## config.mk

```make
export PLATFORM = sky130hd
export DESIGN_NAME = cdh_div_cell
export DESIGN_NICKNAME = d
export VERILOG_FILES = /design/src/rtl/cdh_pkg.sv /design/src/rtl/cdh_div_cell.sv
export SDC_FILE = /design/constraint.sdc
export NUM_CORES = 1
export LEC_CHECK = 0
export ABC_AREA = 1
export BUFFER_PORTS_ARGS = -buffer_cell sky130_fd_sc_hd__buf_2
export CORE_MARGIN = 5
export CORE_UTILIZATION = 49
export DETAILED_ROUTE_END_ITERATION = 12
export PLACE_DENSITY = 0.8
export SETUP_SLACK_MARGIN = 0.1
export SYNTH_ARGS = -nofsm -noshare
export SYNTH_HDL_FRONTEND = slang
export SYNTH_SLANG_ARGS = --single-unit
```

## constraint.sdc

```tcl
create_clock -name clk -period 2.16 [get_ports clk]
set_input_delay 0.432 -clock clk [delete_from_list [all_inputs] [get_ports clk]]
set_output_delay 0.432 -clock clk [all_outputs]
set_load 0.02 [all_outputs]
```

## src/rtl/cdh_pkg.sv

```systemverilog
package cdh_pkg;

  typedef struct packed {
    logic [15:0] uniform_a;
    logic [15:0] uniform_b;
  } in_t;

  typedef struct packed {
    logic signed [15:0] disk_x;
    logic signed [15:0] disk_y;
    logic [14:0]        hemi_height;
  } out_t;

  typedef enum logic [1:0] {
    WEDGE_POS_X,
    WEDGE_POS_Y,
    WEDGE_NEG_X,
    WEDGE_NEG_Y
  } wedge_t;

  localparam int DIV_CELLS    = 30;
  localparam int HORNER_CELLS = 5;
  localparam int SQRT_CELLS   = 16;
  localparam int PIPE_LATENCY = 1 + DIV_CELLS + 2 + 2 * HORNER_CELLS + 3 + SQRT_CELLS + 1;

  localparam logic [30:0] TRIG_ONE = 31'h4000_0000;
  localparam logic [29:0] PI4_Q30  = 30'd843314857;

  // Reciprocals ceil(2^37 / d): exact floor division for any 30-bit dividend, d < 128
  localparam logic [63:0] RCP_D72 = ((64'd1 << 37) + 64'd71) / 64'd72;
  localparam logic [63:0] RCP_D42 = ((64'd1 << 37) + 64'd41) / 64'd42;
  localparam logic [63:0] RCP_D20 = ((64'd1 << 37) + 64'd19) / 64'd20;
  localparam logic [63:0] RCP_D6  = ((64'd1 << 37) + 64'd5) / 64'd6;
  localparam logic [63:0] RCP_D90 = ((64'd1 << 37) + 64'd89) / 64'd90;
  localparam logic [63:0] RCP_D56 = ((64'd1 << 37) + 64'd55) / 64'd56;
  localparam logic [63:0] RCP_D30 = ((64'd1 << 37) + 64'd29) / 64'd30;
  localparam logic [63:0] RCP_D12 = ((64'd1 << 37) + 64'd11) / 64'd12;
  localparam logic [63:0] RCP_D2  = ((64'd1 << 37) + 64'd1) / 64'd2;

  localparam logic [36:0] SIN_RCP [HORNER_CELLS] = '{
    RCP_D72[36:0], RCP_D42[36:0], RCP_D20[36:0], RCP_D6[36:0], RCP_D2[36:0]};
  localparam logic [36:0] COS_RCP [HORNER_CELLS] = '{
    RCP_D90[36:0], RCP_D56[36:0], RCP_D30[36:0], RCP_D12[36:0], RCP_D2[36:0]};

  typedef struct packed {
    logic        valid;
    logic        origin;
    wedge_t      k;
    logic        sneg;
    logic [16:0] r;
    logic [16:0] rem;
    logic [30:0] quo;
  } div_tok_t;

  typedef struct packed {
    logic        valid;
    logic        origin;
    wedge_t      k;
    logic        sneg;
    logic [16:0] r;
    logic [29:0] a;
    logic [29:0] a2;
    logic [30:0] s;
    logic [30:0] c;
  } trig_tok_t;

  typedef struct packed {
    logic               valid;
    logic signed [15:0] x;
    logic signed [15:0] y;
    logic [30:0]        v;
    logic [30:0]        res;
  } sqrt_tok_t;

  function automatic logic [29:0] div_rcp(input logic [29:0] x, input logic [36:0] m);
    logic [66:0] p;
    p = 67'(x) * 67'(m);
    return p[66:37];
  endfunction

endpackage

```

## src/rtl/cdh_div_cell.sv

```systemverilog
module cdh_div_cell import cdh_pkg::*; (
  input  logic     clk,
  input  logic     rst_n,
  input  div_tok_t tok_in,
  output div_tok_t tok_out
);

  logic [17:0] rem2;
  logic        ge;
  div_tok_t    tok_nxt;
  div_tok_t    tok_r;

  // one quotient bit per cell: shift, compare, subtract
  always_comb begin
    rem2    = {tok_in.rem, 1'b0};
    ge      = rem2 >= {1'b0, tok_in.r};
    tok_nxt = tok_in;
    tok_nxt.rem = ge ? 17'(rem2 - {1'b0, tok_in.r}) : rem2[16:0];
    tok_nxt.quo = {tok_in.quo[29:0], ge};
  end

  always_ff @(posedge clk) begin
    if (!rst_n) begin
      tok_r.valid <= 1'b0;
    end else begin
      tok_r <= tok_nxt;
    end
  end

  assign tok_out = tok_r;

endmodule

```

==> results.txt <==
initial antenna violation count: 0
die footprint: 9070 um^2
Leak Pwr: 0.00240 uW
ANT nets after route: 0
Slew @ Worst Pin: 0.374 ns
Hold Buf Count CTS: 0
DR vias: 2,887
dpl hpwl: 6830 um
CP arrival: 1.88 ns
first drt pass iteration count: 4
Final Wtd Congestion: 0.866
DP Area: 4450 um^2
Longest Clk Path Bufs: 2
share of layout cells above drive strength 1: 35.5%
max-cap check violation count: 0
switching share of power: 28.6%
CTS H-Tree Depth: 3
Initial Util: 49.6%
Setup Viol. Count Final: 0
CP required: 2.25 ns
EDFF count, synth: 69
max reg flops: 70
sequential share of the synthesized area: 58.7%
first-pass GRT wire length: 13,100 um
outcome: complete, no violations
Syn Nets: 447
Yosys reg bits: 70
Final Hold Viols: 0
nets: 606
CTS tree: built
worst min path class: primary input to flop
Routed wire per std cell: 13.9 um
DRC: 0
predominant post-synthesis flop cell: edfxtp_1
Synth Warn #: 0
setup TNS: 0 ns
Layout area overhead: 31.1%
fin util: 65.0%
die height: 95.2 um
CP Max Fanout: 18
cts bufs inserted: 9
WL final: 8610 um
Antenna diodes: 0
largest net degree at the start of global routing: 71
GRT overflow: 0
Final Max Tran Viols: 0
Ports: 142
Netlist cell types: 29
Slew HR: 75.1%
Port Buf Inserts: 140
crit path launch type: primary input
share of power burned in registers: 46.3%
Post-synth ARST share: 0%
Cell Pwr Density: 774 nW/um^2
syn_area_per_cell: 9.97 um^2
Max IR drop VDD: 302 uV
clk slew on worst S/H paths: 0.08 ns
Initial DRC Count: 162
CP endpoint kind: flop
Core Footprint: 7180 um^2
Die Wd: 95.2 um
Comb pwr share: 22.2%
Via density: 4.66
CTS Sinks: 70
total setup buffers inserted after CTS: 0
Max Fclk: 558 MHz
Sw Pwr: 1030 uW
fillcell total: 560
Mapped Cells: 357
fin area: 4670 um^2
# rows: 31
part of the cycle the worst path needs: 82.9%
RSZ-0062 raised after global routing: false
Root Driver: clkbuf_8
GRT Total Usage: 19.1%
internal cell power: 2580 uW
Clk pwr share: 31.5%
post-cts resize count: 0
Netlist Area Pre-Place: 3560 um^2
WS Path Type: primary input to flop
Tmin final: 1.79 ns
vias in the first global route: 2,839
[routing by layer]
layer / up-vias / global-route usage, % / wire [um]
li1: 1473 / - / -
met1: 1282 / 21.9 / 3350
met2: 117 / 33.6 / 4230
met3: 15 / 6.55 / 881
met4: 0 / 5.65 / 151
met5: - / 0 / 0
[cell usage after synthesis (2+ instances only)]
| cell type | instances | area [um^2] |
|---|---|---|
| nand3_2 | 3 | 30.0 |
| a21oi_1 | 9 | 45.0 |
| nand3b_1 | 5 | 37.5 |
| nand2_1 | 115 | 432 |
| a21oi_2 | 2 | 17.5 |
| nand3_1 | 31 | 155 |
| ha_1 | 17 | 213 |
| buf_4 | 2 | 15.0 |
| nor2_2 | 3 | 18.8 |
| inv_1 | 65 | 244 |
| xnor2_1 | 2 | 17.5 |
| nor2_1 | 7 | 26.3 |
| nand2_2 | 3 | 18.8 |
| inv_2 | 2 | 7.51 |
| edfxtp_1 | 69 | 2070 |
| nor2_4 | 2 | 22.5 |
| xor2_1 | 5 | 43.8 |
| nor3_1 | 3 | 15.0 |
| nand4_1 | 2 | 12.5 |
[worst max-delay path, cell delays in order]
cell and delay [ns]:
buf_2 0.11, inv_1 0.04, ha_1 0.28, ha_1 0.20, nand3_1 0.11, nor2_1 0.05, nand2_1 0.07, o21ai_2 0.07
nor2_4 0.19, nand2_8 0.15, nand3_1 0.12, nand2_1 0.06
[area by class of cell]
cell class / instances / area, um^2 / share of cell area [%]
sequential: 70 / 2090 / 44.8
timing repair buffer: 152 / 803 / 17.2
multi-input combinational: 216 / 1180 / 25.3
clock buffer: 10 / 128 / 2.73
inverter: 67 / 251 / 5.39
clock inverter: 6 / 86.3 / 1.85
tap: 99 / 124 / 2.65
[worst paths after layout]
| check | from | to | cells after the start |
|---|---|---|---|
| min | tok_in[16] | tok_out[17] | 1 |
| max | tok_in[49] | tok_out[41] | 12 |
[power groups by stage]
stage / combinational, uW / clock [uW] / sequential, uW
after detailed placement: 807 / 0 / 1710
after floorplan: 322 / 0 / 1880
final: 803 / 1140 / 1670
after global routing: 890 / 1230 / 1680
after CTS: 811 / 1160 / 1680
after global placement: 791 / 0 / 1700
[kinds of logic (layout without fill, tap and decap cells)]
logic type	after synthesis	in the layout	synth area share, %
xor gates and xnor gates	7	7	1.72
and+or+nand+nor	178	178	22.8
AOI/OAI and AO/OA	13	13	2.14
buffers and inverters	71	235	8.05
DFF	70	70	58.7
adders and majority gates	18	18	6.54
[through the flow]
step                power [uW]  instances  setup WS, ns  hold slack (ns)
floorplan                 2200        357         0.255            0.525
global placement          2490        604        0.0472            0.609
detailed placement        2510        604        0.0169            0.610
CTS                       3650        620         0.380            0.244
global route              3810        620         0.236            0.236
finish                    3610        620         0.369            0.260
[placed cells by master, fill, tap and decap left out, types with 3 or more instances in the layout]
cell type,count
ha_1,17
nor2_2,3
buf_4,11
edfxtp_1,69
buf_2,140
nand3b_1,5
nand2_2,3
clkbuf_8,9
nor2_1,7
nor3_1,3
nand3_1,31
a21oi_1,9
nand3_2,3
xor2_1,5
inv_1,65
nand2_1,115
Note: power is estimated with default switching activity, not from simulation.
