File: config.mk
export PLATFORM = sky130hd
export DESIGN_NAME = cdh_sqrt_cell
export DESIGN_NICKNAME = d
export VERILOG_FILES = /design/src/rtl/cdh_pkg.sv /design/src/rtl/cdh_sqrt_cell.sv
export SDC_FILE = /design/constraint.sdc
export NUM_CORES = 1
export LEC_CHECK = 0
export BUFFER_PORTS_ARGS = -buffer_cell sky130_fd_sc_hd__buf_2
export CORE_MARGIN = 4
export CORE_UTILIZATION = 54
export DETAILED_ROUTE_END_ITERATION = 12
export PLACE_DENSITY = 0.94
export SYNTH_ARGS = -nofsm -noshare
export SYNTH_HDL_FRONTEND = slang
export SYNTH_SLANG_ARGS = --single-unit
File: constraint.sdc
create_clock -name clk -period 7.8 [get_ports clk]
set_input_delay 1.56 -clock clk [delete_from_list [all_inputs] [get_ports clk]]
set_output_delay 1.56 -clock clk [all_outputs]
set_load 0.005 [all_outputs]
File: src/rtl/cdh_pkg.sv
package cdh_pkg;

  typedef struct packed {
    logic [15:0] uniform_a;
    logic [15:0] uniform_b;
  } in_t;

  typedef struct packed {
    logic signed [15:0] disk_x;
    logic signed [15:0] disk_y;
    logic [14:0]        hemi_height;
  } out_t;

  typedef enum logic [1:0] {
    WEDGE_POS_X,
    WEDGE_POS_Y,
    WEDGE_NEG_X,
    WEDGE_NEG_Y
  } wedge_t;

  localparam int DIV_CELLS    = 30;
  localparam int HORNER_CELLS = 5;
  localparam int SQRT_CELLS   = 16;
  localparam int PIPE_LATENCY = 1 + DIV_CELLS + 2 + 2 * HORNER_CELLS + 3 + SQRT_CELLS + 1;

  localparam logic [30:0] TRIG_ONE = 31'h4000_0000;
  localparam logic [29:0] PI4_Q30  = 30'd843314857;

  // Reciprocals ceil(2^37 / d): exact floor division for any 30-bit dividend, d < 128
  localparam logic [63:0] RCP_D72 = ((64'd1 << 37) + 64'd71) / 64'd72;
  localparam logic [63:0] RCP_D42 = ((64'd1 << 37) + 64'd41) / 64'd42;
  localparam logic [63:0] RCP_D20 = ((64'd1 << 37) + 64'd19) / 64'd20;
  localparam logic [63:0] RCP_D6  = ((64'd1 << 37) + 64'd5) / 64'd6;
  localparam logic [63:0] RCP_D90 = ((64'd1 << 37) + 64'd89) / 64'd90;
  localparam logic [63:0] RCP_D56 = ((64'd1 << 37) + 64'd55) / 64'd56;
  localparam logic [63:0] RCP_D30 = ((64'd1 << 37) + 64'd29) / 64'd30;
  localparam logic [63:0] RCP_D12 = ((64'd1 << 37) + 64'd11) / 64'd12;
  localparam logic [63:0] RCP_D2  = ((64'd1 << 37) + 64'd1) / 64'd2;

  localparam logic [36:0] SIN_RCP [HORNER_CELLS] = '{
    RCP_D72[36:0], RCP_D42[36:0], RCP_D20[36:0], RCP_D6[36:0], RCP_D2[36:0]};
  localparam logic [36:0] COS_RCP [HORNER_CELLS] = '{
    RCP_D90[36:0], RCP_D56[36:0], RCP_D30[36:0], RCP_D12[36:0], RCP_D2[36:0]};

  typedef struct packed {
    logic        valid;
    logic        origin;
    wedge_t      k;
    logic        sneg;
    logic [16:0] r;
    logic [16:0] rem;
    logic [30:0] quo;
  } div_tok_t;

  typedef struct packed {
    logic        valid;
    logic        origin;
    wedge_t      k;
    logic        sneg;
    logic [16:0] r;
    logic [29:0] a;
    logic [29:0] a2;
    logic [30:0] s;
    logic [30:0] c;
  } trig_tok_t;

  typedef struct packed {
    logic               valid;
    logic signed [15:0] x;
    logic signed [15:0] y;
    logic [30:0]        v;
    logic [30:0]        res;
  } sqrt_tok_t;

  function automatic logic [29:0] div_rcp(input logic [29:0] x, input logic [36:0] m);
    logic [66:0] p;
    p = 67'(x) * 67'(m);
    return p[66:37];
  endfunction

endpackage

File: src/rtl/cdh_sqrt_cell.sv
module cdh_sqrt_cell import cdh_pkg::*; (
  input  logic        clk,
  input  logic        rst_n,
  input  logic [30:0] bit_val,
  input  sqrt_tok_t   tok_in,
  output sqrt_tok_t   tok_out
);

  logic [31:0] sum;
  logic        ge;
  sqrt_tok_t   tok_nxt;
  sqrt_tok_t   tok_r;

  always_comb begin
    sum     = {1'b0, tok_in.res} + {1'b0, bit_val};
    ge      = {1'b0, tok_in.v} >= sum;
    tok_nxt = tok_in;
    tok_nxt.v   = ge ? 31'({1'b0, tok_in.v} - sum) : tok_in.v;
    tok_nxt.res = ge ? (tok_in.res >> 1) + bit_val : tok_in.res >> 1;
  end

  always_ff @(posedge clk) begin
    if (!rst_n) begin
      tok_r.valid <= 1'b0;
    end else begin
      tok_r <= tok_nxt;
    end
  end

  assign tok_out = tok_r;

endmodule

==> run metrics, run 1 <==
final setup vio count 0; Syn Nets approximately 1100; Clock transition at path regs ~0.07 ns; Synth async-reset ratio 0%; Fmax achieved 0.1542 GHz; max-cap check violation count 0; gr usage total about 25%; nets 1321; Final Hold Fails 0; worst vdd ir approximately 0.12 mV; Routed wire per std cell between 15 and 20 um; leakage power between 4 and 5 nW; PostCTS Resize Cnt 0; slowest cell delay on critical path 0.48 ns; final WL around 23000 um; combinational group share of total power approximately 44%; top post-synthesis cells by area edfxtp_1, ha_1, xor2_1; worst path cell trace buf_2 -> ha_1 -> inv_1 -> fa_1 -> nor2b_1 -> o31a_1 -> o31a_1 -> o211ai_1 -> nand2_1 -> o211ai_1 -> o21ai_1 -> nand4b_1 -> o211a_1 -> ha_1 -> o21ai_0 -> o21bai_1 -> a21o_1 -> a21o_1 -> or3_1 -> o221ai_4 -> buf_12 -> a31oi_1 -> a21o_1; Pwr per Cell Area approximately 210 nW/um^2; Synth top area share between 30% and 40%; routability cong. ~1.0; largest net degree at the start of global routing 67; RSZ-0062 raised after global routing false; clock share of power a little under a quarter; post-synth top area cell edfxtp_1; # IOs roughly 220; number of global-route vias before repair 7633; Hold Crit Class primary input to flip-flop; most common cell type on the critical path a21o_1; max-slew violations 0; Post-synth top flop edfxtp_1; die height 132.0 um; area of the multi-input gates 5201 um^2; Largest register FFs 95; flops & latches, synth 95; initial antenna violation count 5; Setup CP Type primary input to flip-flop; filler cell count 1163; most common cell after layout, fill and taps aside buf_2; critical path arrival between 6 and 7 ns; vias between 7000 and 8000; root buf cell clkbuf_16; DRC Markers 0; Tmin final approximately 6.5 ns; Worst Path Required 7.90 ns; Area Overhead vs Synth 18.98%; Setup Buffers After CTS 0; sw frac a little over a third; Worst Path Buf+Inv 3; total stage count of the critical path 23; CTS tree done; cts bufs inserted 9; storage element area about 2800 um^2; worst hold path cell count 1; count of input and output buffers around 220; CTS Buffer Depth 2; die area roughly 17000 um^2; num rows 45; DP HPWL ~18000 um; hold_buf cts 0; part of the Yosys area used for sequential elements around a third; Total Neg Setup Slack 0 ns; Setup crit start kind primary input; Pint ~1.3 mW; commonest cells after routing, fill and taps aside buf_2, edfxtp_1, ha_1; Crit path max-delay family compound AO/OA/AOI/OAI gates; Mapped Avg Cell Area between 9 and 10 um^2; H-Tree Depth 3; part of the cycle the worst path needs 83.14%; Initial Util between 50% and 60%; Mapped Cells 882; Iter 0 DRT Violations ~600; Net Switching approximately 750 uW; Slew HR about two fifths; critical path fanouts, max 63; Sink Count 95; Post-synth EDFFs 94; post-synthesis cell area 8300 um^2; first drt pass iteration count 5; Die Width 132.0 um; status finished, final reports clean; share of cells above drive strength 1 approximately a quarter; vias per cell between 6 and 7; Core Region 15150 um^2; Hold WS roughly 1.4 ns; post-detailed-route count of antenna-violating nets 0; Worst-Margin Slew around 0.9 ns; slowest library cell on the worst path o221ai_4; total grt overflow 0; distinct cell type count after synthesis between 70 and 80; first-pass GRT wire length about 36000 um; sequential power share roughly 33%; nature of the critical path endpoint flip-flop; Synth Warn # 0
power groups by stage:
stage,clock [mW],combinational [mW],sequential (mW)
after floorplan,0,0.643,0.706
after global placement,0,0.873,0.693
after detailed placement,0,0.906,0.697
after CTS,0.485,0.912,0.687
after global routing,0.508,1.02,0.694
final,0.479,0.925,0.686
cells in the mapped netlist, types with 4 or more instances:
| library cell | instances |
|---|---|
| o31ai_1 | 8 |
| xnor2_1 | 28 |
| nand3b_1 | 6 |
| nand2b_1 | 19 |
| o211ai_1 | 5 |
| o21bai_1 | 10 |
| ha_1 | 92 |
| a211o_1 | 4 |
| nor2b_1 | 9 |
| a31oi_1 | 13 |
| or3_1 | 6 |
| a31o_2 | 4 |
| o21ai_1 | 29 |
| inv_1 | 27 |
| and2_1 | 6 |
| a21oi_1 | 59 |
| edfxtp_1 | 94 |
| xor2_1 | 38 |
| o41ai_1 | 4 |
| and3_1 | 15 |
| nor3_1 | 21 |
| clkbuf_1 | 8 |
| o31a_1 | 4 |
| nor2_1 | 57 |
| a311oi_1 | 5 |
| a211oi_1 | 6 |
| buf_6 | 6 |
| a21o_1 | 37 |
| o21ai_2 | 14 |
| nand2_2 | 10 |
| mux2i_1 | 6 |
| nand2_1 | 87 |
| nand3_1 | 20 |
| nand4_1 | 7 |
| o21ai_0 | 50 |
| mux2_1 | 4 |
| o21a_1 | 10 |
final cells by class:
| cell class | count | share of cell area, % |
|---|---|---|
| timing repair buffer | 228 | 11.86 |
| inverter | 27 | 1.026 |
| clock buffer | 10 | 2.319 |
| clock inverter | 5 | 0.8362 |
| multi-input combinational | 737 | 52.67 |
| tap | 188 | 2.382 |
| antenna | 5 | 0.1267 |
| sequential | 95 | 28.79 |
worst paths after layout:
check | startpoint | endpoint | slack [ns]
worst max-delay path | bit_val[0] | tok_out[21] | 1.32
worst min-delay path | tok_in[86] | tok_out[86] | 1.38
routing by layer:
metal / up-vias / GRT usage, % / part of all wire, %
met2: 415 / 40.94 / 45
met3: 93 / 5.496 / 8.0
met4: 0 / 15.34 / 5.6
li1: 3777 / - / -
met1: 3574 / 30.40 / 41
met5: - / 0 / 0
stage by stage:
step           cells  setup WS, ns  util, %  instance area [um^2]  power (mW)
2_1_floorplan    882         1.926        -                  8300       1.349
3_3_place_gp    1275         1.261    63.06                  9552       1.567
6_report        1295         1.315    65.20                  9876       2.090
5_1_grt         1295         1.017    65.20                  9876       2.222
3_5_place_dp    1275         1.060    63.06                  9552       1.602
4_1_cts         1290         1.356    65.12                  9863       2.084
cell families (layout without fill, tap and decap cells):
kind of cell    after synthesis  in the layout  share of synthesized area (%)
simple gates                277            277                          16.34
fa+ha+maj                    95             95                          14.59
other cells                   0              5                              0
mux                          10             10                          1.266
compound gates              289            289                          23.36
flops                        95             95                          34.25
buf+inv                      50            270                          3.226
xor+xnor                     66             66                          6.964
No activity file was read; power rests on OpenSTA's default activity.
==> inputs of run 2 (changes only) <==
==> constraint.sdc (replaced) <==
create_clock -name clk -period 6.3 [get_ports clk]
set_input_delay 1.26 -clock clk [delete_from_list [all_inputs] [get_ports clk]]
set_output_delay 1.26 -clock clk [all_outputs]
set_load 0.005 [all_outputs]
==> run 2 against run 1 <==
Compared with the run above:
- global-route usage decreased by 0.40 points
- combinational power increased by 23%
- design area fell by 0.18%
- clock power is 18% higher
- cell count down 0.23%
- flip-flop and latch count unchanged
- count of clock-buffer cells in the layout unchanged
==> run metrics, run 2 (synthesis results as in run 1) <==
Iter 0 DRT Violations around 530; Die Width around 130 um; Largest register FFs 95; number of global-route vias before repair around 7300; Tmin final 5.791 ns; Setup CP Type primary input to flip-flop; critical path fanouts, max 27; total grt overflow 0; slowest library cell on the worst path mux2_1; first-pass GRT wire length between 30000 and 40000 um; final setup vio count 0; dpl cell area ~9600 um^2; die area 17420 um^2; max-slew violations 0; part of the cycle the worst path needs about nine tenths; final WL around 22000 um; Worst-Margin Slew approximately 0.90 ns; RSZ-0062 raised after global routing false; Setup Buffers After CTS 0; nature of the critical path endpoint flip-flop; count of input and output buffers 222; first drt pass iteration count 5; worst path cell trace buf_2 -> ha_1 -> inv_1 -> fa_1 -> nor2b_1 -> o31a_1 -> o31a_1 -> o21a_1 -> nor2_1 -> o21ai_0 -> a21o_1 -> a21oi_1 -> xor2_1 -> ha_1 -> and3_1 -> nand2_1 -> a2bb2oi_1 -> nand4b_1 -> a31oi_2 -> o211ai_2 -> o221ai_4 -> buf_12 -> mux2_1; Hold Crit Class primary input to flip-flop; filler cell count 1222; vias between 7000 and 8000; Area Overhead vs Synth 18.77%; DP HPWL 17670 um; critical path arrival 5.89 ns; PostCTS Resize Cnt 0; num rows 45; worst vdd ir between 0.15 and 0.2 mV; largest net degree at the start of global routing between 70 and 80; Crit path max-delay family compound AO/OA/AOI/OAI gates; CTS tree done; status finished, final reports clean; die height about 130 um; hold_buf cts 0; slowest cell delay on critical path 0.34 ns; cts bufs inserted 9; Total Neg Setup Slack 0 ns; leakage power 4.503 nW; H-Tree Depth 3; worst hold path cell count 1; DRC Markers 0; dpl ws between 0.15 and 0.2 ns; commonest cells after routing, fill and taps aside buf_2, edfxtp_1, ha_1; max-cap check violation count 0; gr usage total about a quarter; Setup crit start kind primary input; Fmax achieved ~0.17 GHz; # IOs around 220; area of the multi-input gates between 5000 and 6000 um^2; Routed wire per std cell around 17 um; Power, Total ~2.6 mW; Worst Path Buf+Inv 3; Core Region between 15000 and 20000 um^2; Sink Count 95; Pwr per Cell Area 259.2 nW/um^2; initial antenna violation count 2; vias per cell 5.898; storage element area 2843 um^2; final worst slack between 0.5 and 0.6 ns; share of cells above drive strength 1 around a quarter; Hold EP tok_out[82]; Worst Path Required roughly 6.4 ns; root buf cell clkbuf_16; post-detailed-route count of antenna-violating nets 0; most common cell after layout, fill and taps aside buf_2; Clock transition at path regs 0.07 ns; Final Hold Fails 0; CTS Buffer Depth 2; Slew HR about two fifths; nets ~1300; Initial Util 54.80%; routability cong. a little under 1; final design area excluding fillers 9858 um^2; Worst Hold Launch tok_in[82]
==> run 2: worst max-delay path by stage <==
stage / from / end / slack, ns / cells past startpoint
6_report: bit_val[0] / tok_out[36] / 0.51 / 23
5_1_grt: bit_val[0] / tok_out[21] / 0.11 / 23
4_1_cts: bit_val[0] / tok_out[49] / 0.53 / 23
3_5_place_dp: bit_val[0] / tok_out[49] / 0.16 / 23
3_3_place_gp: bit_val[0] / tok_out[60] / 0.30 / 23
2_1_floorplan: bit_val[0] / tok_out[0] / 0.73 / 22
==> run 2: where the power goes <==
group	total (mW)	switching, mW	internal [mW]
registers	0.849	0.0254	0.823
clock network	0.566	0.255	0.310
logic	1.14	0.655	0.486
==> run 2: layout make-up <==
| type | count | share of cell area, % |
|---|---|---|
| antenna | 2 | 0.05077 |
| clock buffer | 10 | 2.323 |
| clock inverter | 6 | 0.6854 |
| inverter | 27 | 1.028 |
| multi-input combinational | 737 | 52.76 |
| sequential | 95 | 28.84 |
| tap | 188 | 2.386 |
| timing repair buffer | 227 | 11.93 |
==> run 2: per-layer routing <==
metal  GRT usage [%]  wire, um  vias to the layer above  share of wire (%)
met1           31.76      9405                     3490                 43
met3           3.550      1401                       54                6.4
met5               0         0                        -                  0
li1                -         -                     3764                  -
met4           10.39       747                        0                3.4
met2           41.85     10510                      312                 48
==> run 2: stage by stage <==
stage,hold WS (ns),instances,utilization [%]
after floorplan,1.359,882,-
after global placement,1.437,1274,63.10
after detailed placement,1.438,1274,63.10
after CTS,1.069,1290,65.06
after global routing,1.069,1292,65.09
final,1.081,1292,65.09
